===== config.mk =====
export PLATFORM = sky130hd
export DESIGN_NAME = radix_string_to_integer_flat
export DESIGN_NICKNAME = d
export VERILOG_FILES = /design/src/rtl/core/rsti_pkg.sv /design/src/rtl/core/rsti_ifs.sv /design/src/rtl/core/rsti_decode.sv /design/src/rtl/core/rsti_accum.sv /design/src/rtl/core/radix_string_to_integer.sv /design/src/flat_wrapper.sv
export SDC_FILE = /design/constraint.sdc
export NUM_CORES = 1
export LEC_CHECK = 0
export ABC_AREA = 1
export BUFFER_PORTS_ARGS = -buffer_cell sky130_fd_sc_hd__buf_2
export CAP_MARGIN = 10
export CORE_MARGIN = 3
export CORE_UTILIZATION = 55
export DETAILED_ROUTE_END_ITERATION = 7
export GPL_TIMING_DRIVEN = 0
export PLACE_DENSITY_LB_ADDON = 0.2
export SETUP_SLACK_MARGIN = 0.2
export SLEW_MARGIN = 5
export SYNTH_ARGS = -nofsm -noshare
export SYNTH_HDL_FRONTEND = slang
export SYNTH_SLANG_ARGS = --single-unit

===== constraint.sdc =====
create_clock -name clk -period 18.7 [get_ports clk]
set_clock_uncertainty 0.15 [all_clocks]
set_input_delay 3.74 -clock clk [delete_from_list [all_inputs] [get_ports clk]]
set_output_delay 3.74 -clock clk [all_outputs]
set_load 0.02 [all_outputs]

===== src/rtl/core/rsti_pkg.sv =====
// rsti_pkg: shared types and constants of the radix string-to-integer parser
// used by rsti_decode, rsti_accum and radix_string_to_integer
package rsti_pkg;

	// field widths
	localparam int CHAR_W  = 16;
	localparam int RADIX_W = 6;
	localparam int VALUE_W = 64;
	localparam int ERR_W   = 2;
	localparam int DIGIT_W = 6;

	// configuration register indexes
	localparam logic REG_RADIX     = 1'b0;
	localparam logic REG_WIDE_MODE = 1'b1;

	// register reset values
	localparam logic [RADIX_W-1:0] RADIX_RESET     = 6'd10;
	localparam logic               WIDE_MODE_RESET = 1'b0;

	// legal radix range
	localparam logic [RADIX_W-1:0] RADIX_MIN = 6'd2;
	localparam logic [RADIX_W-1:0] RADIX_MAX = 6'd36;

	// error codes
	localparam logic [ERR_W-1:0] ERR_NONE      = 2'd0;
	localparam logic [ERR_W-1:0] ERR_BAD_RADIX = 2'd1;
	localparam logic [ERR_W-1:0] ERR_ILLEGAL   = 2'd2;
	localparam logic [ERR_W-1:0] ERR_OVERFLOW  = 2'd3;

	// character codes
	localparam logic [CHAR_W-1:0] CH_ZERO   = 16'h0030;
	localparam logic [CHAR_W-1:0] CH_NINE   = 16'h0039;
	localparam logic [CHAR_W-1:0] CH_LA     = 16'h0061;
	localparam logic [CHAR_W-1:0] CH_LZ     = 16'h007A;
	localparam logic [CHAR_W-1:0] CH_UA     = 16'h0041;
	localparam logic [CHAR_W-1:0] CH_UZ     = 16'h005A;
	localparam logic [CHAR_W-1:0] CH_MINUS  = 16'h002D;
	localparam logic [CHAR_W-1:0] CH_PLUS   = 16'h002B;
	localparam logic [CHAR_W-1:0] ASCII_TOP = 16'd128;
	localparam logic [DIGIT_W-1:0] DIGIT_LETTER_BASE = 6'd10;

	// negative limits, in the width of the overflow compare
	localparam int CMP_W = 72;
	localparam logic signed [CMP_W-1:0] LIM64_NEG = -72'sh8000000000000000;
	localparam logic signed [CMP_W-1:0] LIM64_POS = -72'sh7FFFFFFFFFFFFFFF;
	localparam logic signed [CMP_W-1:0] LIM32_NEG = -72'sh80000000;
	localparam logic signed [CMP_W-1:0] LIM32_POS = -72'sh7FFFFFFF;

	// classification of one character
	typedef struct packed {
		logic               below_zero;
		logic               is_minus;
		logic               is_plus;
		logic               digit_ok;
		logic [DIGIT_W-1:0] digit;
	} char_info_t;

	// one result item
	typedef struct packed {
		logic signed [VALUE_W-1:0] value;
		logic [ERR_W-1:0]          error_code;
	} result_t;

endpackage


===== src/rtl/core/rsti_ifs.sv =====
// rsti_ifs: valid/ready channel interfaces of the radix string-to-integer parser
// character input, result output and configuration write; no dependencies
interface rsti_in_if;
	logic        valid;
	logic        ready;
	logic [15:0] char_code;
	logic        last_char;

	modport source (output valid, char_code, last_char, input ready);
	modport sink (input valid, char_code, last_char, output ready);
endinterface

interface rsti_out_if;
	logic               valid;
	logic               ready;
	logic signed [63:0] value;
	logic [1:0]         error_code;

	modport source (output valid, value, error_code, input ready);
	modport sink (input valid, value, error_code, output ready);
endinterface

interface rsti_cfg_if;
	logic       valid;
	logic       ready;
	logic       index;
	logic [5:0] data;

	modport source (output valid, index, data, input ready);
	modport sink (input valid, index, data, output ready);
endinterface


===== src/rtl/core/rsti_decode.sv =====
// rsti_decode: classifies one character as sign, digit or illegal under a radix
// depends on rsti_pkg
module rsti_decode (
	input  logic [15:0]          char_code,
	input  logic [5:0]           radix,
	output rsti_pkg::char_info_t info
);
	import rsti_pkg::*;

	logic [DIGIT_W-1:0] dval;
	logic               hit;

	// digit value of 0-9, a-z, A-Z
	always_comb begin
		dval = '0;
		hit  = 1'b0;
		if (char_code < ASCII_TOP) begin
			if (char_code >= CH_ZERO && char_code <= CH_NINE) begin
				dval = DIGIT_W'(char_code - CH_ZERO);
				hit  = 1'b1;
			end else if (char_code >= CH_LA && char_code <= CH_LZ) begin
				dval = DIGIT_LETTER_BASE + DIGIT_W'(char_code - CH_LA);
				hit  = 1'b1;
			end else if (char_code >= CH_UA && char_code <= CH_UZ) begin
				dval = DIGIT_LETTER_BASE + DIGIT_W'(char_code - CH_UA);
				hit  = 1'b1;
			end
		end
	end

	// pack the classification
	always_comb begin
		info.below_zero = char_code < CH_ZERO;
		info.is_minus   = char_code == CH_MINUS;
		info.is_plus    = char_code == CH_PLUS;
		info.digit_ok   = hit && (dval < radix);
		info.digit      = dval;
	end

endmodule


===== src/rtl/core/rsti_accum.sv =====
// rsti_accum: string state (negative accumulator, sign, start, sticky error)
// and the per-character multiply, subtract and overflow check; depends on rsti_pkg
module rsti_accum (
	input  logic                 clk,
	input  logic                 arst_n,
	input  logic                 fire,
	input  logic                 last,
	input  rsti_pkg::char_info_t info,
	input  logic [5:0]           radix,
	input  logic                 wide_mode,
	output rsti_pkg::result_t    result
);
	import rsti_pkg::*;

	logic signed [VALUE_W-1:0] acc_q, acc_n, mag;
	logic                      neg_q, neg_n;
	logic                      start_q;
	logic [ERR_W-1:0]          err_q, err_n;
	logic                      radix_bad;
	logic signed [CMP_W-2:0]   prod;
	logic signed [CMP_W-1:0]   cand;
	logic signed [CMP_W-1:0]   limit;
	logic                      ovf;

	// acc * radix - digit, checked against the limit in full width
	always_comb begin
		radix_bad = (radix < RADIX_MIN) || (radix > RADIX_MAX);
		prod = (CMP_W-1)'(acc_q) * (CMP_W-1)'($signed({1'b0, radix}));
		cand = CMP_W'(prod) - CMP_W'($signed({1'b0, info.digit}));
		case ({wide_mode, neg_q})
			2'b11:   limit = LIM64_NEG;
			2'b10:   limit = LIM64_POS;
			2'b01:   limit = LIM32_NEG;
			default: limit = LIM32_POS;
		endcase
		ovf = cand < limit;
	end

	// next string state
	always_comb begin
		acc_n = acc_q;
		neg_n = neg_q;
		err_n = err_q;
		if (err_q == ERR_NONE) begin
			if (radix_bad) begin
				err_n = ERR_BAD_RADIX;
			end else if (start_q && info.below_zero) begin
				if (info.is_minus) begin
					neg_n = 1'b1;
				end else if (!info.is_plus) begin
					err_n = ERR_ILLEGAL;
				end
			end else if (!info.digit_ok) begin
				err_n = ERR_ILLEGAL;
			end else if (ovf) begin
				err_n = ERR_OVERFLOW;
			end else begin
				acc_n = cand[VALUE_W-1:0];
			end
		end
	end

	// result of a string ending on this item
	always_comb begin
		mag = neg_n ? acc_n : -acc_n;
		result.error_code = err_n;
		if (err_n != ERR_NONE) begin
			result.value = '0;
		end else if (wide_mode) begin
			result.value = mag;
		end else begin
			result.value = {{(VALUE_W-32){mag[31]}}, mag[31:0]};
		end
	end

	// state registers, cleared after the last character
	always_ff @(posedge clk or negedge arst_n) begin
		if (!arst_n) begin
			acc_q   <= '0;
			neg_q   <= 1'b0;
			start_q <= 1'b1;
			err_q   <= ERR_NONE;
		end else if (fire) begin
			if (last) begin
				acc_q   <= '0;
				neg_q   <= 1'b0;
				start_q <= 1'b1;
				err_q   <= ERR_NONE;
			end else begin
				acc_q   <= acc_n;
				neg_q   <= neg_n;
				start_q <= 1'b0;
				err_q   <= err_n;
			end
		end
	end

endmodule


===== src/rtl/core/radix_string_to_integer.sv =====
// radix_string_to_integer: top level of the radix string-to-integer parser
// depends on rsti_pkg, rsti_ifs, rsti_decode and rsti_accum
//
// Takes one character of a number string per cycle on chars, with last_char
// closing the string, and returns one result item (value, error_code) per
// string on results. A new character is accepted every cycle unless the
// last character of a string waits in the input register for a full output
// register; the result of a string is valid in the output register the cycle
// after its last character leaves the input register. This rate is set by
// the accumulator loop: one multiply by the radix, one subtract and one
// limit compare per character. radix and wide_mode are written on cfg
// (index 0 and 1) and are meant to change only while the block is idle.
module radix_string_to_integer (
	input logic         clk,
	input logic         arst_n,
	rsti_in_if.sink     chars,
	rsti_out_if.source  results,
	rsti_cfg_if.sink    cfg
);
	import rsti_pkg::*;

	logic [RADIX_W-1:0] radix_q;
	logic               wide_q;
	logic               valid_s1;
	logic [CHAR_W-1:0]  char_s1;
	logic               last_s1;
	logic               out_valid_q;
	result_t            out_q;
	logic               out_free;
	logic               adv_s1;
	char_info_t         info;
	result_t            result;

	// configuration registers
	assign cfg.ready = 1'b1;

	always_ff @(posedge clk or negedge arst_n) begin
		if (!arst_n) begin
			radix_q <= RADIX_RESET;
			wide_q  <= WIDE_MODE_RESET;
		end else if (cfg.valid) begin
			case (cfg.index)
				REG_RADIX:     radix_q <= cfg.data;
				REG_WIDE_MODE: wide_q  <= cfg.data[0];
				default:       ;
			endcase
		end
	end

	// handshake: an item leaves s1 unless it ends a string and the output is full
	assign out_free    = !out_valid_q || results.ready;
	assign adv_s1      = valid_s1 && (!last_s1 || out_free);
	assign chars.ready = !valid_s1 || adv_s1;

	// input register
	always_ff @(posedge clk or negedge arst_n) begin
		if (!arst_n) begin
			valid_s1 <= 1'b0;
		end else if (chars.valid && chars.ready) begin
			valid_s1 <= 1'b1;
		end else if (adv_s1) begin
			valid_s1 <= 1'b0;
		end
	end

	always_ff @(posedge clk) begin
		if (chars.valid && chars.ready) begin
			char_s1 <= chars.char_code;
			last_s1 <= chars.last_char;
		end
	end

	// character classification and string state
	rsti_decode u_decode (
		.char_code (char_s1),
		.radix     (radix_q),
		.info      (info)
	);

	rsti_accum u_accum (
		.clk       (clk),
		.arst_n    (arst_n),
		.fire      (adv_s1),
		.last      (last_s1),
		.info      (info),
		.radix     (radix_q),
		.wide_mode (wide_q),
		.result    (result)
	);

	// output register
	always_ff @(posedge clk or negedge arst_n) begin
		if (!arst_n) begin
			out_valid_q <= 1'b0;
		end else if (adv_s1 && last_s1) begin
			out_valid_q <= 1'b1;
		end else if (results.ready) begin
			out_valid_q <= 1'b0;
		end
	end

	always_ff @(posedge clk) begin
		if (adv_s1 && last_s1) begin
			out_q <= result;
		end
	end

	assign results.valid      = out_valid_q;
	assign results.value      = out_q.value;
	assign results.error_code = out_q.error_code;

	// a failed string reports value zero
	a_err_zero: assert property (@(posedge clk) disable iff (!arst_n)
		out_valid_q && out_q.error_code != ERR_NONE |-> out_q.value == '0)
		else $error("error result with nonzero value");

	// a good result in 32-bit mode is sign extended
	a_narrow_ext: assert property (@(posedge clk) disable iff (!arst_n)
		out_valid_q && !wide_q && out_q.error_code == ERR_NONE
		|-> out_q.value[VALUE_W-1:32] == {(VALUE_W-32){out_q.value[31]}})
		else $error("32-bit result not sign extended");

	// the last character of a string always produces a result next cycle
	a_last_emits: assert property (@(posedge clk) disable iff (!arst_n)
		adv_s1 && last_s1 |=> out_valid_q)
		else $error("string end without result");

	// a string end never leaves s1 while the output holds an untaken item
	a_no_overwrite: assert property (@(posedge clk) disable iff (!arst_n)
		out_valid_q && !results.ready |-> !(adv_s1 && last_s1))
		else $error("result overwritten");

endmodule


===== src/flat_wrapper.sv =====
// flat-port wrapper written by rule: the top's interface ports become plain ports
module radix_string_to_integer_flat import rsti_pkg::*;
  (clk, arst_n, chars_valid, chars_char_code, chars_last_char, chars_ready, results_valid, results_value, results_error_code, results_ready, cfg_valid, cfg_index, cfg_data, cfg_ready);
  rsti_in_if chars_i ();
  rsti_out_if results_i ();
  rsti_cfg_if cfg_i ();
  input logic clk;
  input logic arst_n;
  input wire logic [$bits(chars_i.valid)-1:0] chars_valid;
  input wire logic [$bits(chars_i.char_code)-1:0] chars_char_code;
  input wire logic [$bits(chars_i.last_char)-1:0] chars_last_char;
  output wire logic [$bits(chars_i.ready)-1:0] chars_ready;
  output wire logic [$bits(results_i.valid)-1:0] results_valid;
  output wire logic [$bits(results_i.value)-1:0] results_value;
  output wire logic [$bits(results_i.error_code)-1:0] results_error_code;
  input wire logic [$bits(results_i.ready)-1:0] results_ready;
  input wire logic [$bits(cfg_i.valid)-1:0] cfg_valid;
  input wire logic [$bits(cfg_i.index)-1:0] cfg_index;
  input wire logic [$bits(cfg_i.data)-1:0] cfg_data;
  output wire logic [$bits(cfg_i.ready)-1:0] cfg_ready;
  assign chars_i.valid = chars_valid;
  assign chars_i.char_code = chars_char_code;
  assign chars_i.last_char = chars_last_char;
  assign chars_ready = chars_i.ready;
  assign results_valid = results_i.valid;
  assign results_value = results_i.value;
  assign results_error_code = results_i.error_code;
  assign results_i.ready = results_ready;
  assign cfg_i.valid = cfg_valid;
  assign cfg_i.index = cfg_index;
  assign cfg_i.data = cfg_data;
  assign cfg_ready = cfg_i.ready;
  radix_string_to_integer u_core (.clk(clk), .arst_n(arst_n), .chars(chars_i), .results(results_i), .cfg(cfg_i));
endmodule

==> results.tsv, run 1 <==
stage	metric	value	unit
setup_path	cpLargestDelayFamily	simple AND/OR/NAND/NOR gates	
setup_path	cp_num_buf_inv	9	
setup_path	critPathMaxFanout	10	
flow_run	maxCapViolCount	0	
synthesis	synth-seq-cells	160	
synthesis	synth_area	27300	µm²
floorplanning	start_util	56.4	%
routing	wl_per_cell	19.4	µm
finish	num_antenna_cells	0	
grt	grt_pass1_wl	145	mm
power_and_ir_drop	powerDensity	72.4	nW/µm²
clock_tree	cts_buffers	17	
synthesis	yosysMostFrequentCell	nand2_1	
routing	drc_errors	0	
timing	setup_viol	0	
hold_path	hold_class	reg2reg	
clock_tree	clock_path_buffers	2	
finish	regArea	4420	µm²
clock_tree	clk_pin_slew	0.07	ns
finish	drive_gt1_share	6.80	%
synthesis	async_flop_share	48.1	%
setup_path	start_kind	register	
timing	period_share	62.2	%
setup_path	cp.required	18.83	ns
timing	setup-tns-final	0	ns
synthesis	ys_types	64	
synthesis	yosysTopAreaCell	fa_1	
placed_design	io_buffers	96	
clock_tree	cts_tree	built	
grt	grt-ovfl-total	0	
clock_tree	hold_buffers	0	
floorplanning	fp-row-count	80	
timing	finalHoldViolCount	0	
floorplanning	die_w	229	µm
setup_path	cp.arrival	11.77	ns
synthesis	synth_commonest_cells	nand2_1 (1114), inv_1 (1034), fa_1 (328)	
synthesis	syn_inst	4003	
routing	postRouteAntennaNets	0	
finish	syn_to_final_growth	7.08	%
synthesis	synthFlopType	edfxtp_1	
finish	final_cells	4789	
setup_path	cpPeakStageDelay	0.96	ns
grt	grt_use_total	36.3	%
grt	grt_max_degree	61	
clock_tree	root_buffer	clkbuf_16	
grt	first_global_vias	25400	
grt	antenna_found_initial	2	
routing	via_per_inst	5.48	
routing	vias	26200	
synthesis	synth_edf_count	83	
routing	routed_wl	93.0	mm
synthesis	netlist.area_leader.share	24.1	%
floorplanning	die_area	52300	µm²
timing	tightest_slew	1.28	ns
timing	slew_headroom	14.6	%
placed_design	hpwl	77.6	mm
setup_path	cp_common_cell	nand2_1	
floorplanning	core	48300	µm²
placed_design	dpl.cell_count	4757	
clock_tree	h-tree-depth	4	
power_and_ir_drop	pwr-share-clk	16.8	%
floorplanning	num_io_pins	98	
power_and_ir_drop	p_leak	18.2	nW
finish	multiInputGateArea	18300	µm²
clock_tree	post_cts_buffers	0	
power_and_ir_drop	comb_power_share	64.5	%
synthesis	syn_avg_cell_area	6.81	µm²
clock_tree	cts_sinks	160	
floorplanning	die_height	229	µm
clock_tree	clkLatencyLatePin	0.51	ns
power_and_ir_drop	ir_worst_vdd	0.000100	V
clock_tree	cts-resized-gates	0	
setup_path	endpoint_kind	register	
power_and_ir_drop	switching_share	55.0	%
routing	firstDrtPassIters	6	
synthesis	ys.warnings.count	0	
synthesis	synthesis.nets	4491	
setup_path	slowest_stage	o311ai_0	
timing	grt_setup_unrepaired	false	
status	status	finished, final reports clean	
synthesis	ys_seq_area_share	16.2	%
power_and_ir_drop	p_int	0.952	mW
finish	nFillCells	4734	
routing	drt-initial-drc-count	3199	
placed_design	place.gp.congestion	1.03	
timing	post-route-min-period	11.64	ns
power_and_ir_drop	p_seq_share	18.7	%
timing	slew_violations	0	
synthesis	synth.area.top_cells	fa_1 (24%), nand2_1 (15%), inv_1 (14%)	
finish	final_nets	4608	
timing	fmax	85.9	MHz
setup_path	critPathKind	reg2reg	
power_and_ir_drop	netSwitchingPower	1.16	mW
## logic make-up after synthesis
kind of cell	synth area share (%)
other	0.0137
and+or+nand+nor	26.1
AOI/OAI and AO/OA	9.32
xor gates and xnor gates	1.44
adders and majority gates	30.1
buffers and inverters	16.9
DFF	16.2
## worst reg2reg max path: cells and delay by family, from the launching register on
family / cells / cell delay, ns
xor+xnor: 1 / 0.26
compound gates: 4 / 2.12
buf+inv: 9 / 2.35
flops: 1 / 0.55
fa+ha+maj: 6 / 2.72
simple gates: 26 / 3.29
## layout by cell type, fill, tap and decap left out, types with 6 or more instances in the layout
cell / Yosys / final
a21o_1: 8 / 8
a21oi_1: 146 / 146
a21oi_2: 20 / 20
a31oi_1: 13 / 13
buf_1: 10 / 10
buf_2: 37 / 132
buf_6: 8 / 8
clkbuf_1: 69 / 68
clkbuf_16: 0 / 18
clkbuf_2: 20 / 22
dfrtp_1: 74 / 74
edfxtp_1: 83 / 83
fa_1: 328 / 328
ha_1: 131 / 131
inv_1: 1034 / 1033
nand2_1: 1114 / 1114
nand2_2: 19 / 19
nand3_1: 154 / 154
nand3_2: 6 / 6
nand3b_1: 7 / 7
nand4_1: 75 / 75
nor2_1: 299 / 299
nor2_2: 7 / 7
nor3_1: 15 / 15
o21a_1: 11 / 11
o21ai_0: 144 / 144
o21ai_1: 6 / 6
o21bai_1: 15 / 15
o22ai_1: 36 / 36
xnor2_1: 9 / 9
xor2_1: 34 / 34
## final timing paths
check | startpoint | to | slack (ns) | cells past startpoint
worst max-delay path | u_core.radix_q[3]$_DFFE_PN1P_ | u_core.results.value[39]$_SDFFCE_PP0P_ | 7.06 | 46
worst min-delay path | u_core.results.valid$_DFFE_PN0P_ | u_core.results.valid$_DFFE_PN0P_ | 0.40 | 2
worst max register to register | u_core.radix_q[3]$_DFFE_PN1P_ | u_core.results.value[39]$_SDFFCE_PP0P_ | 7.06 | 46
worst min register to register | u_core.results.valid$_DFFE_PN0P_ | u_core.results.valid$_DFFE_PN0P_ | 0.40 | 2
max in group asynchronous | arst_n | u_core.radix_q[3]$_DFFE_PN1P_ | 14.67 | 2
min in group asynchronous | arst_n | u_core.u_accum.acc_q[50]$_DFFE_PN0P_ | 3.07 | 1
## per-layer routing
| metal | global-route usage (%) | part of all wire (%) | up-vias |
|---|---|---|---|
| met2 | 53.2 | 42 | 1373 |
| met3 | 8.71 | 11 | 216 |
| met5 | 0 | 0 | - |
| li1 | - | - | 12200 |
| met4 | 15.9 | 4.4 | 0 |
| met1 | 51.3 | 42 | 12400 |
## registers in the layout, indices dropped and copies added, names as in the netlist, 2 cells and up
register,count
u_core.char_s1,16
u_core.results.error_code,2
u_core.u_accum.err_q,2
u_core.radix_q,6
u_core.u_accum.acc_q,64
u_core.results.value,64
## per-stage QoR
step                instance area [µm²]  hold slack, ns  power, mW  setup WS (ns)  utilization (%)
detailed placement                28600           0.378       1.70           7.45             59.2
finish                            29200           0.398       2.12           7.06             60.4
CTS                               29200           0.402       2.06           7.39             60.4
global route                      29200           0.437       2.23           6.82             60.4
floorplan                         27300           0.325       1.24          10.66                -
global placement                  28600           0.374       1.69           7.49             59.1
## area by class of cell
type / instances / share of cell area [%]
multi-input cells: 2657 / 62.5
flip-flops and latches: 160 / 15.1
inverters: 1038 / 13.3
well taps: 656 / 2.81
plain buffers: 148 / 2.41
repair buffers: 98 / 1.84
clock buffers: 19 / 1.56
clock inverters: 13 / 0.386
## power by group through the flow
| stage | Clock (mW) | Combinational [mW] | Sequential, mW |
|---|---|---|---|
| 3_3_place_gp | 0 | 1.28 | 0.403 |
| 3_5_place_dp | 0 | 1.30 | 0.402 |
| 4_1_cts | 0.359 | 1.31 | 0.395 |
| 2_1_floorplan | 0 | 0.832 | 0.412 |
| 5_1_grt | 0.371 | 1.46 | 0.397 |
| 6_report | 0.356 | 1.36 | 0.395 |
(Power assumes the default switching activity.)
==> run 2: changes to the inputs <==
Clock period 18.7 ns to 11.33 ns, I/O delays scaled along.
==> results.tsv, run 2 (synthesis results as in run 1) <==
stage	metric	value	unit	change
grt	grt-ovfl-total	0		unchanged
timing	slew_headroom	17.2	%	+2.6 points
routing	postRouteAntennaNets	0		unchanged
finish	nFillCells	4733		-0.021%
status	status	finished, final reports clean		
finish	num_antenna_cells	0		unchanged
clock_tree	post_cts_buffers	0		unchanged
finish	regArea	4420	µm²	unchanged
timing	period_share	94.5	%	+32 points
placed_design	dpl.cell_count	4757		unchanged
setup_path	endpoint_kind	register		
finish	multiInputGateArea	18300	µm²	about the same
timing	setup-tns-final	0	ns	unchanged
routing	firstDrtPassIters	8		+2
routing	vias	26300		+0.30%
power_and_ir_drop	powerDensity	119	nW/µm²	+64%
clock_tree	clk_pin_slew	0.07	ns	about the same
timing	tightest_slew	1.24	ns	-0.0394 ns
setup_path	cp.arrival	10.83	ns	-0.94 ns
setup_path	cpPeakStageDelay	0.82	ns	-0.14 ns
hold_path	hold_class	reg2reg		
grt	grt_use_total	36.3	%	about the same
setup_path	start_kind	register		
floorplanning	die_height	229	µm	unchanged
routing	drc_errors	0		unchanged
timing	fmax	93.4	MHz	+8.7%
finish	final_nets	4607		-0.022%
clock_tree	cts_sinks	160		unchanged
finish	final_cells	4788		-0.021%
finish	syn_to_final_growth	7.19	%	
floorplanning	die_area	52300	µm²	unchanged
clock_tree	h-tree-depth	4		unchanged
clock_tree	root_buffer	clkbuf_16		
clock_tree	cts_tree	built		
finish	utilization	60.5	%	+0.062 points
finish	final_cell_mix	nand2_1 (1114), inv_1 (1033), fa_1 (328)		
placed_design	hpwl	77.6	mm	unchanged
timing	post-route-min-period	10.70	ns	-0.934 ns
placed_design	io_buffers	96		unchanged
setup_path	cp.required	11.45	ns	-7.38 ns
flow_run	maxCapViolCount	0		unchanged
timing	setup_viol	0		unchanged
placed_design	place.gp.congestion	1.03		unchanged
routing	drt-initial-drc-count	3225		+0.81%
grt	first_global_vias	25400		-0.051%
setup_path	critPathMaxFanout	10		unchanged
timing	slew_violations	0		unchanged
timing	finalHoldViolCount	0		unchanged
grt	grt_max_degree	61		unchanged
floorplanning	num_io_pins	98		unchanged
floorplanning	core	48300	µm²	unchanged
routing	wl_per_cell	19.4	µm	about the same
setup_path	cp_num_buf_inv	10		+1
power_and_ir_drop	ir_worst_vdd	0.000165	V	+65%
floorplanning	fp-row-count	80		unchanged
setup_path	slowest_stage	clkbuf_1		
power_and_ir_drop	p_leak	18.2	nW	+0.26%
clock_tree	clock_path_buffers	2		unchanged
clock_tree	cts_buffers	17		unchanged
grt	antenna_found_initial	2		unchanged
finish	drive_gt1_share	7.31	%	+0.51 points
floorplanning	start_util	56.4	%	unchanged
finish	layout_commonest_cell	nand2_1		
setup_path	critPathKind	reg2reg		
setup_path	cpLargestDelayFamily	buffers and inverters		
clock_tree	clkLatencyLatePin	0.51	ns	about the same
routing	via_per_inst	5.50		+0.32%
floorplanning	die_w	229	µm	unchanged
timing	grt_setup_unrepaired	false		
grt	grt_pass1_wl	145	mm	about the same
clock_tree	hold_buffers	0		unchanged
routing	routed_wl	92.9	mm	about the same
[run 2: changes by cell type in the layout (fill, tap and decap cells not counted)]
cell,before,now
nor2_2,7,9
a21oi_2,20,22
o311ai_0,1,0
clkbuf_1,68,52
buf_1,10,8
clkbuf_2,22,38
o311ai_1,0,1
nor2_1,299,297
o21ai_0,144,143
buf_2,132,133
a21oi_1,146,144
o21ai_1,6,7
[run 2: path summary, 6_finish.rpt]
path	slack (ns)	cells after the start	start	end
worst max register to register	0.63	37	u_core.radix_q[1]$_DFFE_PN1P_	u_core.results.value[52]$_SDFFCE_PP0P_
worst max-delay path	0.63	37	u_core.radix_q[1]$_DFFE_PN1P_	u_core.results.value[52]$_SDFFCE_PP0P_
worst min-delay path	0.40	2	u_core.results.valid$_DFFE_PN0P_	u_core.results.valid$_DFFE_PN0P_
worst min register to register	0.40	2	u_core.results.valid$_DFFE_PN0P_	u_core.results.valid$_DFFE_PN0P_
max in group asynchronous	8.78	2	arst_n	u_core.radix_q[3]$_DFFE_PN1P_
min in group asynchronous	1.59	1	arst_n	u_core.u_accum.acc_q[44]$_DFFE_PN0P_
[run 2: worst min-delay path, delay by kind of cell (launching register included)]
kind	cells	cell delay, ns
flip-flops	1	0.38
AND/OR/NAND/NOR	2	0.13
[run 2: routing by layer]
metal	wire length, µm	vias up	track usage (%)
li1	-	12200	-
met1	39000	12400	51.3
met2	38900	1463	53.3
met3	10700	231	8.70
met4	4330	0	15.5
met5	0	-	0
[run 2: cell type report]
cell class / count / area share (%)
multi-input combinational: 2657 / 62.5
clock inverter: 13 / 0.385
timing repair buffer: 98 / 1.84
tap: 656 / 2.81
clock buffer: 19 / 1.56
inverter: 1038 / 13.3
sequential: 160 / 15.1
buffer: 147 / 2.47
[run 2: metrics by stage]
| step | setup slack (ns) | hold WS, ns | power [mW] | cell area, µm² |
|---|---|---|---|---|
| floorplan | 3.29 | 0.325 | 2.05 | 27300 |
| global placement | 0.119 | 0.374 | 2.79 | 28600 |
| detailed placement | 0.0810 | 0.378 | 2.81 | 28600 |
| CTS | 0.221 | 0.402 | 3.40 | 29200 |
| finish | 0.626 | 0.398 | 3.48 | 29200 |
| global route | 0.243 | 0.437 | 3.69 | 29200 |
[run 2: report_power, final]
| group | switching, mW | total (mW) | internal (mW) | leakage (nW) |
|---|---|---|---|---|
| registers | 0.0136 | 0.655 | 0.641 | 1.85 |
| clock network | 0.286 | 0.588 | 0.302 | 0.286 |
| logic | 1.61 | 2.24 | 0.632 | 16.1 |
[run 2: repair_timing]
item / 4_1_cts / 5_1_grt
endpoints found under the hold margin: 0 / 0
pin swaps: 0 / 0
endpoints found under the setup margin: 31 / 59
resized for setup: 3 / 42
